==> src/rtl/vod_pkg.sv <==
// ----------------------------------------------------------------------------
// Velocity oscillation detector package
// Shared widths, codes, payload types and the fixed-point helper functions.
// ----------------------------------------------------------------------------
package vod_pkg;

   // Window geometry
   localparam int WINDOW_DEPTH = 64;
   localparam int HALF_DEPTH   = WINDOW_DEPTH / 2;
   localparam int PTR_W        = $clog2(WINDOW_DEPTH);
   localparam int FILL_W       = $clog2(WINDOW_DEPTH + 1);

   // Datapath widths
   localparam int SAMPLE_W    = 16;
   localparam int CFG_W       = 16;
   localparam int SUM_W       = SAMPLE_W + $clog2(WINDOW_DEPTH);
   localparam int LIMIT_W     = CFG_W + FILL_W;
   localparam int CMP_W       = (SUM_W > LIMIT_W) ? SUM_W : LIMIT_W;
   localparam int CSR_INDEX_W = 3;
   localparam int PROD_W      = SAMPLE_W + CFG_W + 1;

   // Minimum number of angular sign changes for a detection
   localparam int MIN_CROSSINGS = 2;

   typedef enum logic {
      OP_PUSH  = 1'b0,
      OP_CLEAR = 1'b1
   } op_type;

   typedef enum logic [CSR_INDEX_W-1:0] {
      REG_INV_FORWARD   = 3'd0,
      REG_INV_BACKWARD  = 3'd1,
      REG_INV_TURN      = 3'd2,
      REG_LINEAR_BOUND  = 3'd3,
      REG_ANGULAR_BOUND = 3'd4
   } csr_index_type;

   typedef enum logic [1:0] {
      SIGN_ZERO = 2'd0,
      SIGN_POS  = 2'd1,
      SIGN_NEG  = 2'd2
   } sign_type;

   typedef logic signed [SAMPLE_W-1:0] sample_type;
   typedef logic signed [SUM_W-1:0]    sum_type;
   typedef logic [PTR_W-1:0]           ptr_type;
   typedef logic [FILL_W-1:0]          fill_type;
   typedef logic [CFG_W-1:0]           cfg_word_type;

   typedef struct packed {
      cfg_word_type inv_forward_limit;
      cfg_word_type inv_backward_limit;
      cfg_word_type inv_turn_limit;
      cfg_word_type linear_mean_bound;
      cfg_word_type angular_mean_bound;
   } cfg_type;

   typedef struct packed {
      op_type     operation;
      sample_type linear_speed;
      sample_type turn_rate;
   } req_type;

   typedef struct packed {
      op_type     operation;
      sample_type linear_scaled;
      sample_type angular_scaled;
   } scaled_type;

   typedef struct packed {
      fill_type fill_count;
      fill_type crossing_total;
   } status_type;

   // Advance a ring pointer with wrap at the window depth
   function automatic ptr_type ptr_next(input ptr_type p);
      ptr_type r;
      if (p == ptr_type'(WINDOW_DEPTH - 1)) begin
         r = '0;
      end else begin
         r = p + 1'b1;
      end
      return r;
   endfunction

   // Q8.8 sample times Q4.12 reciprocal, rounded half up into saturated Q4.12.
   // A zero reciprocal means unity gain, which is a shift by four.
   function automatic sample_type scale_q(input sample_type x, input cfg_word_type r);
      logic signed [PROD_W-1:0] prod;
      logic signed [PROD_W-1:0] y;
      sample_type               res;
      prod = '0;
      if (r == '0) begin
         y = {{(PROD_W - SAMPLE_W - 4){x[SAMPLE_W-1]}}, x, 4'b0000};
      end else begin
         prod = x * $signed({1'b0, r});
         y    = (prod + PROD_W'(128)) >>> 8;
      end
      if (y > PROD_W'(32767)) begin
         res = 16'sh7FFF;
      end else if (y < -PROD_W'(32768)) begin
         res = 16'sh8000;
      end else begin
         res = y[SAMPLE_W-1:0];
      end
      return res;
   endfunction

   // Three-way sign, zero is a sign of its own
   function automatic sign_type sign_of(input sample_type v);
      sign_type s;
      if (v[SAMPLE_W-1]) begin
         s = SIGN_NEG;
      end else if (v != '0) begin
         s = SIGN_POS;
      end else begin
         s = SIGN_ZERO;
      end
      return s;
   endfunction

endpackage

==> src/rtl/vod_if.sv <==
// ----------------------------------------------------------------------------
// Velocity oscillation detector channels
// Request, response and register-write channels with valid/ready handshake.
// ----------------------------------------------------------------------------
interface vod_req_if;
   import vod_pkg::*;
   logic       valid;
   logic       ready;
   op_type     operation;
   sample_type linear_speed;
   sample_type turn_rate;

   modport source (output valid, operation, linear_speed, turn_rate, input ready);
   modport sink   (input valid, operation, linear_speed, turn_rate, output ready);
endinterface

interface vod_rsp_if;
   logic valid;
   logic ready;
   logic oscillating;

   modport source (output valid, oscillating, input ready);
   modport sink   (input valid, oscillating, output ready);
endinterface

interface vod_csr_if;
   import vod_pkg::*;
   logic                   valid;
   logic                   ready;
   logic [CSR_INDEX_W-1:0] index;
   cfg_word_type           data;

   modport source (output valid, index, data, input ready);
   modport sink   (input valid, index, data, output ready);
endinterface

==> src/rtl/vod_ram.sv <==
// ----------------------------------------------------------------------------
// Generic RAM
// One write port and one read port, registered read data, read-old on collision.
// ----------------------------------------------------------------------------
module vod_ram #(
   parameter int WIDTH = 8,
   parameter int DEPTH = 16
) (
   input  logic                     clock,
   input  logic                     wr_en,
   input  logic [$clog2(DEPTH)-1:0] wr_addr,
   input  logic [WIDTH-1:0]         wr_data,
   input  logic [$clog2(DEPTH)-1:0] rd_addr,
   output logic [WIDTH-1:0]         rd_data
);

   logic [WIDTH-1:0] mem_ff [DEPTH];
   logic [WIDTH-1:0] rd_data_ff;

   // Write and registered read
   always_ff @(posedge clock) begin
      if (wr_en) begin
         mem_ff[wr_addr] <= wr_data;
      end
      rd_data_ff <= mem_ff[rd_addr];
   end

   assign rd_data = rd_data_ff;

endmodule

==> src/rtl/vod_scale.sv <==
// ----------------------------------------------------------------------------
// Velocity oscillation detector scaling stage
// Input register, reciprocal scaling with rounding and saturation, stage register.
// ----------------------------------------------------------------------------
module vod_scale (
   input  logic                clock,
   input  logic                reset,
   input  logic                in_valid,
   output logic                in_ready,
   input  vod_pkg::req_type    in_data,
   input  vod_pkg::cfg_type    cfg,
   output logic                out_valid,
   input  logic                out_ready,
   output vod_pkg::scaled_type out_data
);
   import vod_pkg::*;

   logic       in_valid_ff;
   req_type    in_ff;
   logic       out_valid_ff;
   scaled_type out_ff;
   scaled_type out_in;
   logic       out_free;
   logic       advance;
   cfg_word_type lin_recip;

   // Stage handshake
   assign out_free = !out_valid_ff || out_ready;
   assign advance  = in_valid_ff && out_free;
   assign in_ready = !in_valid_ff || advance;

   // Pick the linear reciprocal by direction; zero speed scales to zero anyway
   always_comb begin
      lin_recip = in_ff.linear_speed[SAMPLE_W-1] ? cfg.inv_backward_limit
                                                 : cfg.inv_forward_limit;
      out_in.operation      = in_ff.operation;
      out_in.linear_scaled  = scale_q(in_ff.linear_speed, lin_recip);
      out_in.angular_scaled = scale_q(in_ff.turn_rate, cfg.inv_turn_limit);
   end

   // Valid flags
   always_ff @(posedge clock) begin
      if (reset) begin
         in_valid_ff  <= 1'b0;
         out_valid_ff <= 1'b0;
      end else begin
         if (in_ready) begin
            in_valid_ff <= in_valid;
         end
         if (out_free) begin
            out_valid_ff <= in_valid_ff;
         end
      end
   end

   // Payload registers
   always_ff @(posedge clock) begin
      if (in_valid && in_ready) begin
         in_ff <= in_data;
      end
      if (advance) begin
         out_ff <= out_in;
      end
   end

   assign out_valid = out_valid_ff;
   assign out_data  = out_ff;

endmodule

==> src/rtl/vod_window.sv <==
// ----------------------------------------------------------------------------
// Velocity oscillation detector window
// Ring window in RAM, running sums, crossing count, detection and result register.
// ----------------------------------------------------------------------------
module vod_window (
   input  logic                clock,
   input  logic                reset,
   input  logic                in_valid,
   output logic                in_ready,
   input  vod_pkg::scaled_type in_data,
   input  vod_pkg::cfg_type    cfg,
   output logic                rsp_valid,
   input  logic                rsp_ready,
   output logic                oscillating,
   output vod_pkg::status_type status
);
   import vod_pkg::*;

   localparam int WORD_W = 2 * SAMPLE_W;

   // Window state
   fill_type fill_ff,   fill_in;
   ptr_type  wp_ff,     wp_in;
   sum_type  lsum_ff,   lsum_in;
   sum_type  asum_ff,   asum_in;
   fill_type cross_ff,  cross_in;
   sign_type last_sign_ff;

   // Result register
   logic rsp_valid_ff;
   logic osc_ff, osc_in;

   // RAM ports
   logic                 take;
   logic                 push;
   logic [WORD_W-1:0]    word_rd;
   ptr_type              mark_rd_addr;
   logic [0:0]           mark_rd;
   logic                 mark_new;
   logic                 fwd_hit_ff;
   logic                 fwd_mark_ff;

   // Update terms
   logic                 full;
   sample_type           old_lin;
   sample_type           old_ang;
   logic                 next_mark;
   logic [SUM_W-1:0]     lin_abs;
   logic [SUM_W-1:0]     ang_abs;
   logic [LIMIT_W-1:0]   lin_limit;
   logic [LIMIT_W-1:0]   ang_limit;

   // Result handshake: update state only when the result register is free
   assign in_ready = !rsp_valid_ff || rsp_ready;
   assign take     = in_valid && in_ready;
   assign push     = take && (in_data.operation == OP_PUSH);

   assign old_lin   = word_rd[WORD_W-1:SAMPLE_W];
   assign old_ang   = word_rd[SAMPLE_W-1:0];
   assign next_mark = fwd_hit_ff ? fwd_mark_ff : mark_rd[0];
   assign full      = (fill_ff == FILL_W'(WINDOW_DEPTH));
   assign mark_new  = (fill_ff != '0) && (sign_of(in_data.angular_scaled) != last_sign_ff);

   // Next window state and detection
   always_comb begin
      fill_in   = fill_ff;
      wp_in     = wp_ff;
      lsum_in   = lsum_ff;
      asum_in   = asum_ff;
      cross_in  = cross_ff;
      osc_in    = 1'b0;
      lin_abs   = '0;
      ang_abs   = '0;
      lin_limit = '0;
      ang_limit = '0;
      if (take) begin
         if (in_data.operation == OP_CLEAR) begin
            fill_in  = '0;
            wp_in    = '0;
            lsum_in  = '0;
            asum_in  = '0;
            cross_in = '0;
         end else begin
            // Drop the oldest sample when full; its successor stops counting
            lsum_in  = lsum_ff + SUM_W'(in_data.linear_scaled)
                       - (full ? SUM_W'(old_lin) : SUM_W'(0));
            asum_in  = asum_ff + SUM_W'(in_data.angular_scaled)
                       - (full ? SUM_W'(old_ang) : SUM_W'(0));
            cross_in = cross_ff + FILL_W'(mark_new)
                       - (full ? FILL_W'(next_mark) : FILL_W'(0));
            fill_in  = full ? fill_ff : fill_ff + 1'b1;
            wp_in    = ptr_next(wp_ff);

            lin_abs   = lsum_in[SUM_W-1] ? SUM_W'(-lsum_in) : SUM_W'(lsum_in);
            ang_abs   = asum_in[SUM_W-1] ? SUM_W'(-asum_in) : SUM_W'(asum_in);
            lin_limit = cfg.linear_mean_bound * fill_in;
            ang_limit = cfg.angular_mean_bound * fill_in;
            osc_in    = (fill_in >= FILL_W'(HALF_DEPTH))
                        && (CMP_W'(lin_abs) < CMP_W'(lin_limit))
                        && (CMP_W'(ang_abs) < CMP_W'(ang_limit))
                        && (cross_in >= FILL_W'(MIN_CROSSINGS));
         end
      end
   end

   // Read ahead: slot at the next write pointer and the raw mark just after it
   assign mark_rd_addr = ptr_next(wp_in);

   vod_ram #(.WIDTH(WORD_W), .DEPTH(WINDOW_DEPTH)) u_sample_ram (
      .clock   (clock),
      .wr_en   (push),
      .wr_addr (wp_ff),
      .wr_data ({in_data.linear_scaled, in_data.angular_scaled}),
      .rd_addr (wp_in),
      .rd_data (word_rd)
   );

   vod_ram #(.WIDTH(1), .DEPTH(WINDOW_DEPTH)) u_mark_ram (
      .clock   (clock),
      .wr_en   (push),
      .wr_addr (wp_ff),
      .wr_data (mark_new),
      .rd_addr (mark_rd_addr),
      .rd_data (mark_rd)
   );

   // Control state
   always_ff @(posedge clock) begin
      if (reset) begin
         fill_ff      <= '0;
         wp_ff        <= '0;
         lsum_ff      <= '0;
         asum_ff      <= '0;
         cross_ff     <= '0;
         rsp_valid_ff <= 1'b0;
         fwd_hit_ff   <= 1'b0;
      end else begin
         fill_ff    <= fill_in;
         wp_ff      <= wp_in;
         lsum_ff    <= lsum_in;
         asum_ff    <= asum_in;
         cross_ff   <= cross_in;
         fwd_hit_ff <= push && (mark_rd_addr == wp_ff);
         if (take) begin
            rsp_valid_ff <= 1'b1;
         end else if (rsp_ready) begin
            rsp_valid_ff <= 1'b0;
         end
      end
   end

   // Payload registers
   always_ff @(posedge clock) begin
      fwd_mark_ff <= mark_new;
      if (push) begin
         last_sign_ff <= sign_of(in_data.angular_scaled);
      end
      if (take) begin
         osc_ff <= osc_in;
      end
   end

   assign rsp_valid             = rsp_valid_ff;
   assign oscillating           = osc_ff;
   assign status.fill_count     = fill_ff;
   assign status.crossing_total = cross_ff;

endmodule

==> src/rtl/velocity_oscillation_detector.sv <==
// ----------------------------------------------------------------------------
// Velocity oscillation detector
// Sliding-window detector of back-and-forth motion from velocity samples.
// ----------------------------------------------------------------------------
// Usage:
//   req_chan carries one transaction per update: operation (push or clear),
//   linear_speed and turn_rate as signed Q8.8. rsp_chan returns exactly one
//   transaction per request with the oscillating flag; a clear answers 0.
//   csr_chan writes the five Q4.12 registers (index 0..4); other indexes are
//   dropped. Write registers only while no request is in flight.
//   Path: an accepted request lands in the input register, then in the scaling
//   register and then in the result register, which drives the response.
//   Throughput: one transaction per cycle while rsp_chan does not stall; the
//   window update is a single read-modify-write of one ring slot, with the
//   old slot and the next crossing mark read ahead from two RAMs.
//   Reset empties the window and zeroes the five registers; no clearing pass runs.
//   When rsp_chan stalls, the result register holds, the window state holds,
//   and the two stages ahead keep taking requests until they fill; then
//   req_chan.ready drops.
// ----------------------------------------------------------------------------
module velocity_oscillation_detector (
   input logic      clock,
   input logic      reset,
   vod_req_if.sink  req_chan,
   vod_rsp_if.source rsp_chan,
   vod_csr_if.sink  csr_chan
);
   import vod_pkg::*;

   cfg_type    cfg_ff;
   req_type    req_data;
   logic       sc_valid;
   logic       sc_ready;
   scaled_type sc_data;
   status_type status;

   // Register writes are always taken
   assign csr_chan.ready = 1'b1;

   always_ff @(posedge clock) begin
      if (reset) begin
         cfg_ff <= '0;
      end else if (csr_chan.valid) begin
         case (csr_chan.index)
            REG_INV_FORWARD:   cfg_ff.inv_forward_limit  <= csr_chan.data;
            REG_INV_BACKWARD:  cfg_ff.inv_backward_limit <= csr_chan.data;
            REG_INV_TURN:      cfg_ff.inv_turn_limit     <= csr_chan.data;
            REG_LINEAR_BOUND:  cfg_ff.linear_mean_bound  <= csr_chan.data;
            REG_ANGULAR_BOUND: cfg_ff.angular_mean_bound <= csr_chan.data;
            default: ;
         endcase
      end
   end

   // Gather request payload
   assign req_data.operation    = req_chan.operation;
   assign req_data.linear_speed = req_chan.linear_speed;
   assign req_data.turn_rate    = req_chan.turn_rate;

   vod_scale u_scale (
      .clock     (clock),
      .reset     (reset),
      .in_valid  (req_chan.valid),
      .in_ready  (req_chan.ready),
      .in_data   (req_data),
      .cfg       (cfg_ff),
      .out_valid (sc_valid),
      .out_ready (sc_ready),
      .out_data  (sc_data)
   );

   vod_window u_window (
      .clock       (clock),
      .reset       (reset),
      .in_valid    (sc_valid),
      .in_ready    (sc_ready),
      .in_data     (sc_data),
      .cfg         (cfg_ff),
      .rsp_valid   (rsp_chan.valid),
      .rsp_ready   (rsp_chan.ready),
      .oscillating (rsp_chan.oscillating),
      .status      (status)
   );

   // Fill count never passes the window depth
   a_fill_range: assert property (@(posedge clock) disable iff (reset)
      status.fill_count <= FILL_W'(WINDOW_DEPTH))
      else $error("fill count beyond window depth");

   // The oldest sample never carries a crossing
   a_cross_bound: assert property (@(posedge clock) disable iff (reset)
      (status.crossing_total == '0) || (status.crossing_total < status.fill_count))
      else $error("crossing total not below fill count");

   // A raised flag matches the window it was computed from
   a_flag_window: assert property (@(posedge clock) disable iff (reset)
      (rsp_chan.valid && rsp_chan.oscillating) |->
         ((status.fill_count >= FILL_W'(HALF_DEPTH))
          && (status.crossing_total >= FILL_W'(MIN_CROSSINGS))))
      else $error("oscillation flag without a qualifying window");

   // A stalled response freezes the window
   a_stall_hold: assert property (@(posedge clock) disable iff (reset)
      (rsp_chan.valid && !rsp_chan.ready) |=>
         ($stable(status.fill_count) && $stable(status.crossing_total)))
      else $error("window changed while response stalled");

endmodule

==> src/flat_wrapper.sv <==
// flat-port wrapper written by rule: the top's interface ports become plain ports
module velocity_oscillation_detector_flat import vod_pkg::*;
  (clock, reset, req_chan_valid, req_chan_operation, req_chan_linear_speed, req_chan_turn_rate, req_chan_ready, rsp_chan_valid, rsp_chan_oscillating, rsp_chan_ready, csr_chan_valid, csr_chan_index, csr_chan_data, csr_chan_ready);
  vod_req_if req_chan_i ();
  vod_rsp_if rsp_chan_i ();
  vod_csr_if csr_chan_i ();
  input logic clock;
  input logic reset;
  input wire logic [$bits(req_chan_i.valid)-1:0] req_chan_valid;
  input wire logic [$bits(req_chan_i.operation)-1:0] req_chan_operation;
  input wire logic [$bits(req_chan_i.linear_speed)-1:0] req_chan_linear_speed;
  input wire logic [$bits(req_chan_i.turn_rate)-1:0] req_chan_turn_rate;
  output wire logic [$bits(req_chan_i.ready)-1:0] req_chan_ready;
  output wire logic [$bits(rsp_chan_i.valid)-1:0] rsp_chan_valid;
  output wire logic [$bits(rsp_chan_i.oscillating)-1:0] rsp_chan_oscillating;
  input wire logic [$bits(rsp_chan_i.ready)-1:0] rsp_chan_ready;
  input wire logic [$bits(csr_chan_i.valid)-1:0] csr_chan_valid;
  input wire logic [$bits(csr_chan_i.index)-1:0] csr_chan_index;
  input wire logic [$bits(csr_chan_i.data)-1:0] csr_chan_data;
  output wire logic [$bits(csr_chan_i.ready)-1:0] csr_chan_ready;
  assign req_chan_i.valid = req_chan_valid;
  assign req_chan_i.operation = req_chan_operation;
  assign req_chan_i.linear_speed = req_chan_linear_speed;
  assign req_chan_i.turn_rate = req_chan_turn_rate;
  assign req_chan_ready = req_chan_i.ready;
  assign rsp_chan_valid = rsp_chan_i.valid;
  assign rsp_chan_oscillating = rsp_chan_i.oscillating;
  assign rsp_chan_i.ready = rsp_chan_ready;
  assign csr_chan_i.valid = csr_chan_valid;
  assign csr_chan_i.index = csr_chan_index;
  assign csr_chan_i.data = csr_chan_data;
  assign csr_chan_ready = csr_chan_i.ready;
  velocity_oscillation_detector u_core (.clock(clock), .reset(reset), .req_chan(req_chan_i), .rsp_chan(rsp_chan_i), .csr_chan(csr_chan_i));
endmodule
==> config.mk <==
export PLATFORM = sky130hd
export DESIGN_NAME = velocity_oscillation_detector_flat
export DESIGN_NICKNAME = d
export VERILOG_FILES = /design/src/rtl/vod_pkg.sv /design/src/rtl/vod_if.sv /design/src/rtl/vod_ram.sv /design/src/rtl/vod_scale.sv /design/src/rtl/vod_window.sv /design/src/rtl/velocity_oscillation_detector.sv /design/src/flat_wrapper.sv
export SDC_FILE = /design/constraint.sdc
export NUM_CORES = 2
export LEC_CHECK = 0
export BUFFER_PORTS_ARGS = -buffer_cell sky130_fd_sc_hd__buf_2
export CORE_ASPECT_RATIO = 0.9
export CORE_MARGIN = 10
export CORE_UTILIZATION = 60
export CTS_CLUSTER_DIAMETER = 50
export DETAILED_ROUTE_END_ITERATION = 10
export PLACE_DENSITY = 0.84
export REMOVE_ABC_BUFFERS = 1
export SETUP_SLACK_MARGIN = 0.15
export SLEW_MARGIN = 40
export SYNTH_ARGS = -nofsm -noshare
export SYNTH_HDL_FRONTEND = slang
export SYNTH_SLANG_ARGS = --single-unit
==> constraint.sdc <==
create_clock -name clock -period 22.8 [get_ports clock]
set_clock_uncertainty 0.05 [all_clocks]
set_input_delay 3.42 -clock clock [delete_from_list [all_inputs] [get_ports clock]]
set_output_delay 3.42 -clock clock [all_outputs]
set_load 0.02 [all_outputs]
After elaboration in Yosys (flattened, before gate mapping):

Memory sizes are Yosys's and may differ from the RTL's. A register that Yosys moved wholly into a read port is not among the register bits.
Cells that the tools add are included.
W data, S select, Z words.

* output and inout port bits: 4
* memories kept: 2
* logic and storage cells: 112
* flip-flop bits (word level): 218
* memory bits (writable): 2112

Memories
* u_core.u_window.u_sample_ram.mem_ff: words 64, bits a word 32, rd ports 1, clocked after Yosys merged registers in 1, write ports 1, RTL line vod_ram.sv:17 `logic [WIDTH-1:0] mem_ff [DEPTH];`
* u_core.u_window.u_mark_ram.mem_ff: words 64, bits a word 1, rd ports 1, clocked after Yosys merged registers in 1, write ports 1, RTL line vod_ram.sv:17

* equal/unequal tests: 9
* reductions and logical operators: 26
* multiply operators: 4
* $lt $le $gt $ge: 8
* add/sub/neg operators: 13
* muxes and demuxes: 26
* bitwise gates (word level): 1

Operators with widths (number)
* $mux W22: 6
* $add A33 B9 Y33 const B: 2
* $gt A33 B16 Y1 const B: 2
* $lt A33 B16 Y1 const B: 2
* $mul A16 B17 Y33: 2
* $mux W33: 2
* $mux W16: 3
* $lt A22 B23 Y1: 2
* $mul A16 B7 Y23: 2
* $add A22 B16 Y22: 2
* $neg A22 Y22: 2
* $sub A22 B22 Y22: 2
* $logic_not A16 Y1: 2
* $mux W6: 4
* $mux W7: 3
* $reduce_bool A16 Y1: 1
* $add A6 B1 Y6 const B: 2
* $eq A6 B6 Y1 const B: 2
* $reduce_and A2 Y1: 5
* $logic_and A1 B1 Y1: 9
* $add A7 B1 Y7: 1
* $add A7 B1 Y7 const B: 1
* $eq A7 B7 Y1 const B: 1
* $ge A7 B2 Y1 const B: 1
* other kinds (15): 26

Depth between registers and ports, before layout:

* depth in word-level cells: 9
* gate-level depth with buffers: 33
* gate-level depth less buffers: 32

By module:

A second synthesis with hierarchy kept.

* cell total of the unflattened synthesis: 8121
* area total of the unflattened synthesis: 121246.3 um2

By module, submodules not included
* vod_ram at u_core.u_window.u_sample_ram: area each 78515.3 um2, cells an instance 3324, seq. area each 62139.6 um2, times used 1
* vod_scale: area each 21040.2 um2, cells an instance 2344, seq. area each 2021.9 um2, times used 1
* vod_window: area each 15579.9 um2, cells an instance 1965, seq. area each 1431.4 um2, times used 1
* velocity_oscillation_detector: area each 3196.8 um2, cells an instance 284, seq. area each 1601.5 um2, times used 1
* vod_ram at u_core.u_window.u_mark_ram: area each 2914.0 um2, cells an instance 204, seq. area each 1941.9 um2, times used 1

Worst setup path before layout:

No wires, ideal clock.

* path kind: flip-flop to flip-flop
* start point: reg u_core.u_scale.in_ff[31] (netlist bit)
* end point: reg u_core.u_scale.out_ff, in the netlist u_core.u_scale.out_data[24] (data pin)
* cell stages (with the launch flop): 28
* required time: 22.620 ns
* slack: 15.138 ns
* buffers on the path: 4
* library setup time: 0.130 ns
* arrival: 7.482 ns
* cell sequence: edfxtp_1 > buf_2 > buf_1 > mux2_2 > clkbuf_1 > and2_1 > fa_1 > inv_1 > fa_1 > fa_1 > fa_1 > inv_1 > fa_1 > inv_1 > fa_1 > inv_1 > ha_1 > a2111oi_0 > o21ai_0 > a41oi_2 > a21boi_0 > or4_1 > nor4b_2 > o21a_1 > a311oi_1 > buf_2 > a22o_1 > a21o_1

* longest elaborated chain between the ends: 6
* elaborated cells between the ends (all ways): 8
* those cells by class: add/sub: 1; mul: 1; order compare: 2; mux: 3; reduce/logical: 1

RTL lines
* from (decl): RTL line vod_scale.sv:19 `req_type in_ff;`
* from (signal assigned): RTL line vod_scale.sv:59 `in_ff <= in_data;`
* $mux W16: RTL line vod_scale.sv:34 `lin_recip = in_ff.linear_speed[SAMPLE_W-1] ? cfg.inv_backward_limit`
* $mul A16 B17 Y33: RTL line vod_pkg.sv:96 `prod = x * $signed({1'b0, r});`
* $add A33 B9 Y33: RTL line vod_pkg.sv:97 `y = (prod + PROD_W'(128)) >>> 8;`
* $mux W33 (*): RTL line vod_pkg.sv:93 `if (r == '0) begin`
* $lt A33 B16 Y1: RTL line vod_pkg.sv:101 `end else if (y < -PROD_W'(32768)) begin`
* $mux W16: RTL line vod_pkg.sv:101
* to (signal assigned): RTL line vod_scale.sv:62 `out_ff <= out_in;`
* to (decl): RTL line vod_scale.sv:21 `scaled_type out_ff;`

Mark *: on every way between the ends. The rest lies on a longest branch, timed or not.
A chain may end at the register's enable or synchronous reset.

Final worst setup path:

* start point: in rsp_chan_ready
* end point: reg u_core.u_window.u_sample_ram.rd_data_ff[13], in the netlist u_core.u_window.u_sample_ram.rd_data[13], read port of u_core.u_window.u_sample_ram.mem_ff

* longest elaborated chain between the ends: 3

RTL lines
* from (decl): RTL line flat_wrapper.sv:16 `input wire logic [$bits(rsp_chan_i.ready)-1:0] rsp_chan_ready;`
* $logic_or A1 B1 Y1: RTL line vod_window.sv:54 `assign in_ready = !rsp_valid_ff || rsp_ready;`
* $logic_and A1 B1 Y1: RTL line vod_window.sv:55 `assign take = in_valid && in_ready;`
* $mux W6: RTL line vod_window.sv:76 `if (take) begin`
* to (decl): RTL line vod_ram.sv:18 `logic [WIDTH-1:0] rd_data_ff;`

Every way passes these cells.

==> flow_metrics.tcl <==
set metrics [dict create \
    postCtsSetupRepairBufs 0 \
    detail-route-antenna-nets 0 \
    crit_path_end_kind "flip-flop" \
    fillerInstances 13778 \
    crit_type "in -> reg" \
    grt_util_all_layers_pct 29.5 \
    port_buffers 59 \
    number_of_flip_flops_and_latches_in_the_synthesized_netlist 2363 \
    hold_buffers 0 \
    netlist_instances 10588 \
    min_delay_worst_endpoint "u_core.cfg_ff[71]" \
    wl_per_cell_um 25.1 \
    synth_top_cell_by_area "sky130_fd_sc_hd__edfxtp_1" \
    drt_pre_antenna_iters 7 \
    hp-class "reg -> reg" \
    placeable_core_region_mm2 0.203 \
    finalWeightedCongestion 0.914 \
    first_iter_violations 12505 \
    number_of_antenna_violations_at_the_first_check_in_global_routing 9 \
    dieWidth_um 496 \
    share_seq_of_total_power_pct 50.3 \
    worst_slew_margin_rel_pct 31.5 \
    floorplan.io_pins 61 \
    worst_r2r_endpoint "u_core.u_scale.out_data[6]" \
    cts_tree "built" \
    post_cts_resized 0 \
    yosysSeqAreaShare_pct 56.4 \
    cts-buffers-inserted 221 \
    whs_path_depth 2 \
    reg2regPathDepth 23 \
    drcViolationCount 0 \
    first_pass_grt_wire_length_um 506000 \
    grt_setup_unrepaired "no" \
    area_growth_pct 9.09 \
    multi_input_comb_area_mm2 0.0484 \
    worst-r2r-setup-slack_ns 14.48 \
    final_hold_vio_count 0 \
    power.switching_mw 2.39 \
    root_buffer "sky130_fd_sc_hd__clkbuf_16" \
    timing.max_cap.violations 0 \
    post_layout_worst_setup_margin_ns 14.26 \
    finalSetupViolCount 0 \
    cts-root-to-sink-buffers 3 \
    fin_crit_ns 8.54 \
    internal-power_mw 7.24 \
    fp.dieH_um 449 \
    routed_wl_um 336000 \
    min-delay-start "u_core.cfg_ff[71]" \
    dr_total_vias 86092 \
    worstPathRequired_ns 23.53 \
    htree_num_levels 4 \
    grt_pass1_vias 86332 \
    synth-async-reset-ratio_pct 0 \
    finalPower_mw 9.63 \
    pin_count_of_the_biggest_net_entering_global_routing 215 \
    leakage_nw 50.2 \
    final_net_count 11496 \
    synth.lib_cells_used.distinct 100 \
    clkLatencyLatePin_ns 0.88 \
    grt_overflow_total 0 \
    initial_utilization_pct 60.3 \
    final_max_slew_viol_count 0 \
    clock_power_share_pct 38.6 \
    tritoncts_num_sinks 2363 \
    setup.worst_path.start_class "primary input" \
    average_via_count_per_standard_cell 6.44 \
    worst_slew_pin_slew_ns 1.02 \
    pwrdens_mw_per_mm2 72.0 \
    post_route_cells_drive_above_1_share_pct 7.45 \
    seqCellArea_mm2 0.0691 \
    pre_cts_ws_ns 13.39 \
    rows 157 \
    fin_crit_sh_pct 37.5 \
    outcome "complete, no violations" \
    layout.core_utilization_pct 65.8 \
    timing.fmax_mhz 117 \
    reg2reg_from "u_core.u_scale.in_ff[7]" \
    dp.final_hpwl_um 191000 \
    cts.reportedPaths.clkPinSlew_ns 0.06 \
    synth.top_cell.area_share_pct 53.4 \
    synth_area_per_cell_um2 11.6 \
    setup-tns-final_ns 0 \
    net_switching_share_of_the_total_power_pct 24.8 \
    post_synth_main_area_contributors "sky130_fd_sc_hd__edfxtp_1, sky130_fd_sc_hd__fa_1, sky130_fd_sc_hd__nand2_1, sky130_fd_sc_hd__ha_1, sky130_fd_sc_hd__dfxtp_1" \
    worst-path-max-fanout 142 \
    floorplan.die_area_mm2 0.223 \
    combinationalPowerShare_pct 11.1 \
    max-vdd-ir-drop_mv 0.0798 \
    synth_flop_cell "sky130_fd_sc_hd__edfxtp_1" \
    synth_enable_flop_cells 2181 \
    critPathArrivalTime_ns 9.27 \
    synth_area_mm2 0.123 \
    yosys_warnings 0 \
]
-- cells by family after synthesis --
kind of cell,after synthesis,synth area share [%]
compound gates,1349,7.49
other cells,1,0.00306
flops,2363,56.4
mux,205,2.16
xor+xnor,169,1.21
fa+ha+maj,984,13.5
buf+inv,1544,4.79
simple gates,3973,14.4
-- layout by cell type (no fill, tap or decap), drive strengths merged, types with 22 or more instances in the layout --
cell type	Yosys	final
and2	348	348
a311oi	260	260
clkbuf	491	286
mux2i	143	143
a31oi	53	53
a22oi	47	47
ha	415	415
and3	147	147
nand4	25	25
nand2b	33	33
nor2b	26	26
o21ai	161	161
o221ai	72	72
edfxtp	2181	2181
buf	105	240
a211oi	22	22
xnor2	114	114
xor2	55	55
inv	947	965
nand3	635	635
dfxtp	182	182
fa	569	569
a2111oi	38	38
nand2	2318	2318
a21o	66	66
nor4	51	51
nor2	241	241
nor3	73	73
a21oi	477	477
mux4	45	45
clkinv	1	86
-- synthesized netlist by cell type, drive strengths merged, types with 22 or more instances --
cell,n
fa,569
buf,105
nor2,241
a21o,66
nand3,635
and3,147
a21oi,477
a311oi,260
nand4,25
a2111oi,38
nand2,2318
nor4,51
nor3,73
mux4,45
inv,947
mux2i,143
xnor2,114
edfxtp,2181
a211oi,22
and2,348
xor2,55
o21ai,161
a22oi,47
o221ai,72
dfxtp,182
nand2b,33
nor2b,26
a31oi,53
clkbuf,491
ha,415
-- stage by stage --
step                      hold WS [ns]  instances  area (um^2)
after floorplan                  0.350       9992       120000
after CTS                        0.411      13335       133000
after global routing             0.441      13346       134000
final                            0.409      13364       134000
after detailed placement         0.404      12925       126000
after global placement           0.394      12925       126000
-- per-layer routing --
layer	GRT usage (%)	up-vias	routed length (um)
met4	16.2	6	21400
met1	37.7	41878	117000
met2	46.0	6329	152000
li1	-	36719	-
met3	7.69	1160	45400
met5	0	-	45
-- area by class of cell --
class                   instances  share of cell area [%]
clock buffers                 286                    4.42
multi-input cells            6681                    36.2
clock inverters               124                    1.05
repair buffers                240                    1.44
well taps                    2703                    2.53
diodes                         19                  0.0356
flip-flops and latches       2363                    51.7
inverters                     948                    2.68
-- power groups by stage --
stage / Sequential (mW) / Clock [mW] / Combinational [mW]
2_1_floorplan: 4.97 / 0 / 0.691
3_3_place_gp: 4.94 / 0 / 0.987
3_5_place_dp: 4.94 / 0 / 1.03
4_1_cts: 4.84 / 3.72 / 1.05
5_1_grt: 4.84 / 3.88 / 1.18
6_report: 4.85 / 3.71 / 1.07
-- flip-flops by register name (all words and copies together), names as in the netlist --
signal,cells
u_core.u_window.lsum_ff,22
u_core.u_window.fill_ff,7
u_core.u_window.u_mark_ram.mem_ff,64
u_core.u_window.u_sample_ram.rd_data,32
u_core.u_window.asum_ff,22
u_core.u_window.u_sample_ram.mem_ff,2048
u_core.u_window.fwd_hit_ff,1
u_core.u_window.u_mark_ram.rd_data,1
u_core.cfg_ff,80
u_core.u_scale.out_valid,1
u_core.u_window.cross_ff,7
u_core.u_window.wp_ff,6
u_core.u_scale.in_ff,33
u_core.u_scale.in_valid_ff,1
u_core.u_window.fwd_mark_ff,1
u_core.u_window.last_sign_ff,2
u_core.u_window.oscillating,1
u_core.u_scale.out_data,33
u_core.u_window.rsp_valid,1
-- how the worst max path moves through the flow --
stage | startpoint | end | depth (start not counted)
after floorplan | rsp_chan_ready | u_core.u_window.u_mark_ram.rd_data | 11
after global placement | rsp_chan_ready | u_core.u_window.u_sample_ram.rd_data[3] | 15
after detailed placement | rsp_chan_ready | u_core.u_window.u_sample_ram.rd_data[10] | 15
after CTS | rsp_chan_ready | u_core.u_window.u_sample_ram.rd_data[15] | 15
after global routing | u_core.u_scale.in_ff[7] | u_core.u_scale.out_data[4] | 23
final | rsp_chan_ready | u_core.u_window.u_sample_ram.rd_data[13] | 16
-- critical path: stages --
cell and delay [ns]:
sky130_fd_sc_hd__buf_2 0.10, sky130_fd_sc_hd__nand2b_1 0.24, sky130_fd_sc_hd__nand3_1 0.12, sky130_fd_sc_hd__buf_4 0.30, sky130_fd_sc_hd__o31a_2 0.41, sky130_fd_sc_hd__inv_12 0.49
sky130_fd_sc_hd__buf_12 0.55, sky130_fd_sc_hd__buf_12 0.58, sky130_fd_sc_hd__buf_6 0.59, sky130_fd_sc_hd__mux2i_1 0.18, sky130_fd_sc_hd__o221ai_1 0.43, sky130_fd_sc_hd__a21oi_1 0.11
sky130_fd_sc_hd__nor4_1 0.59, sky130_fd_sc_hd__buf_4 0.23, sky130_fd_sc_hd__a21oi_1 0.04, sky130_fd_sc_hd__a21oi_1 0.19
No activity file was read; power rests on OpenSTA's default activity.
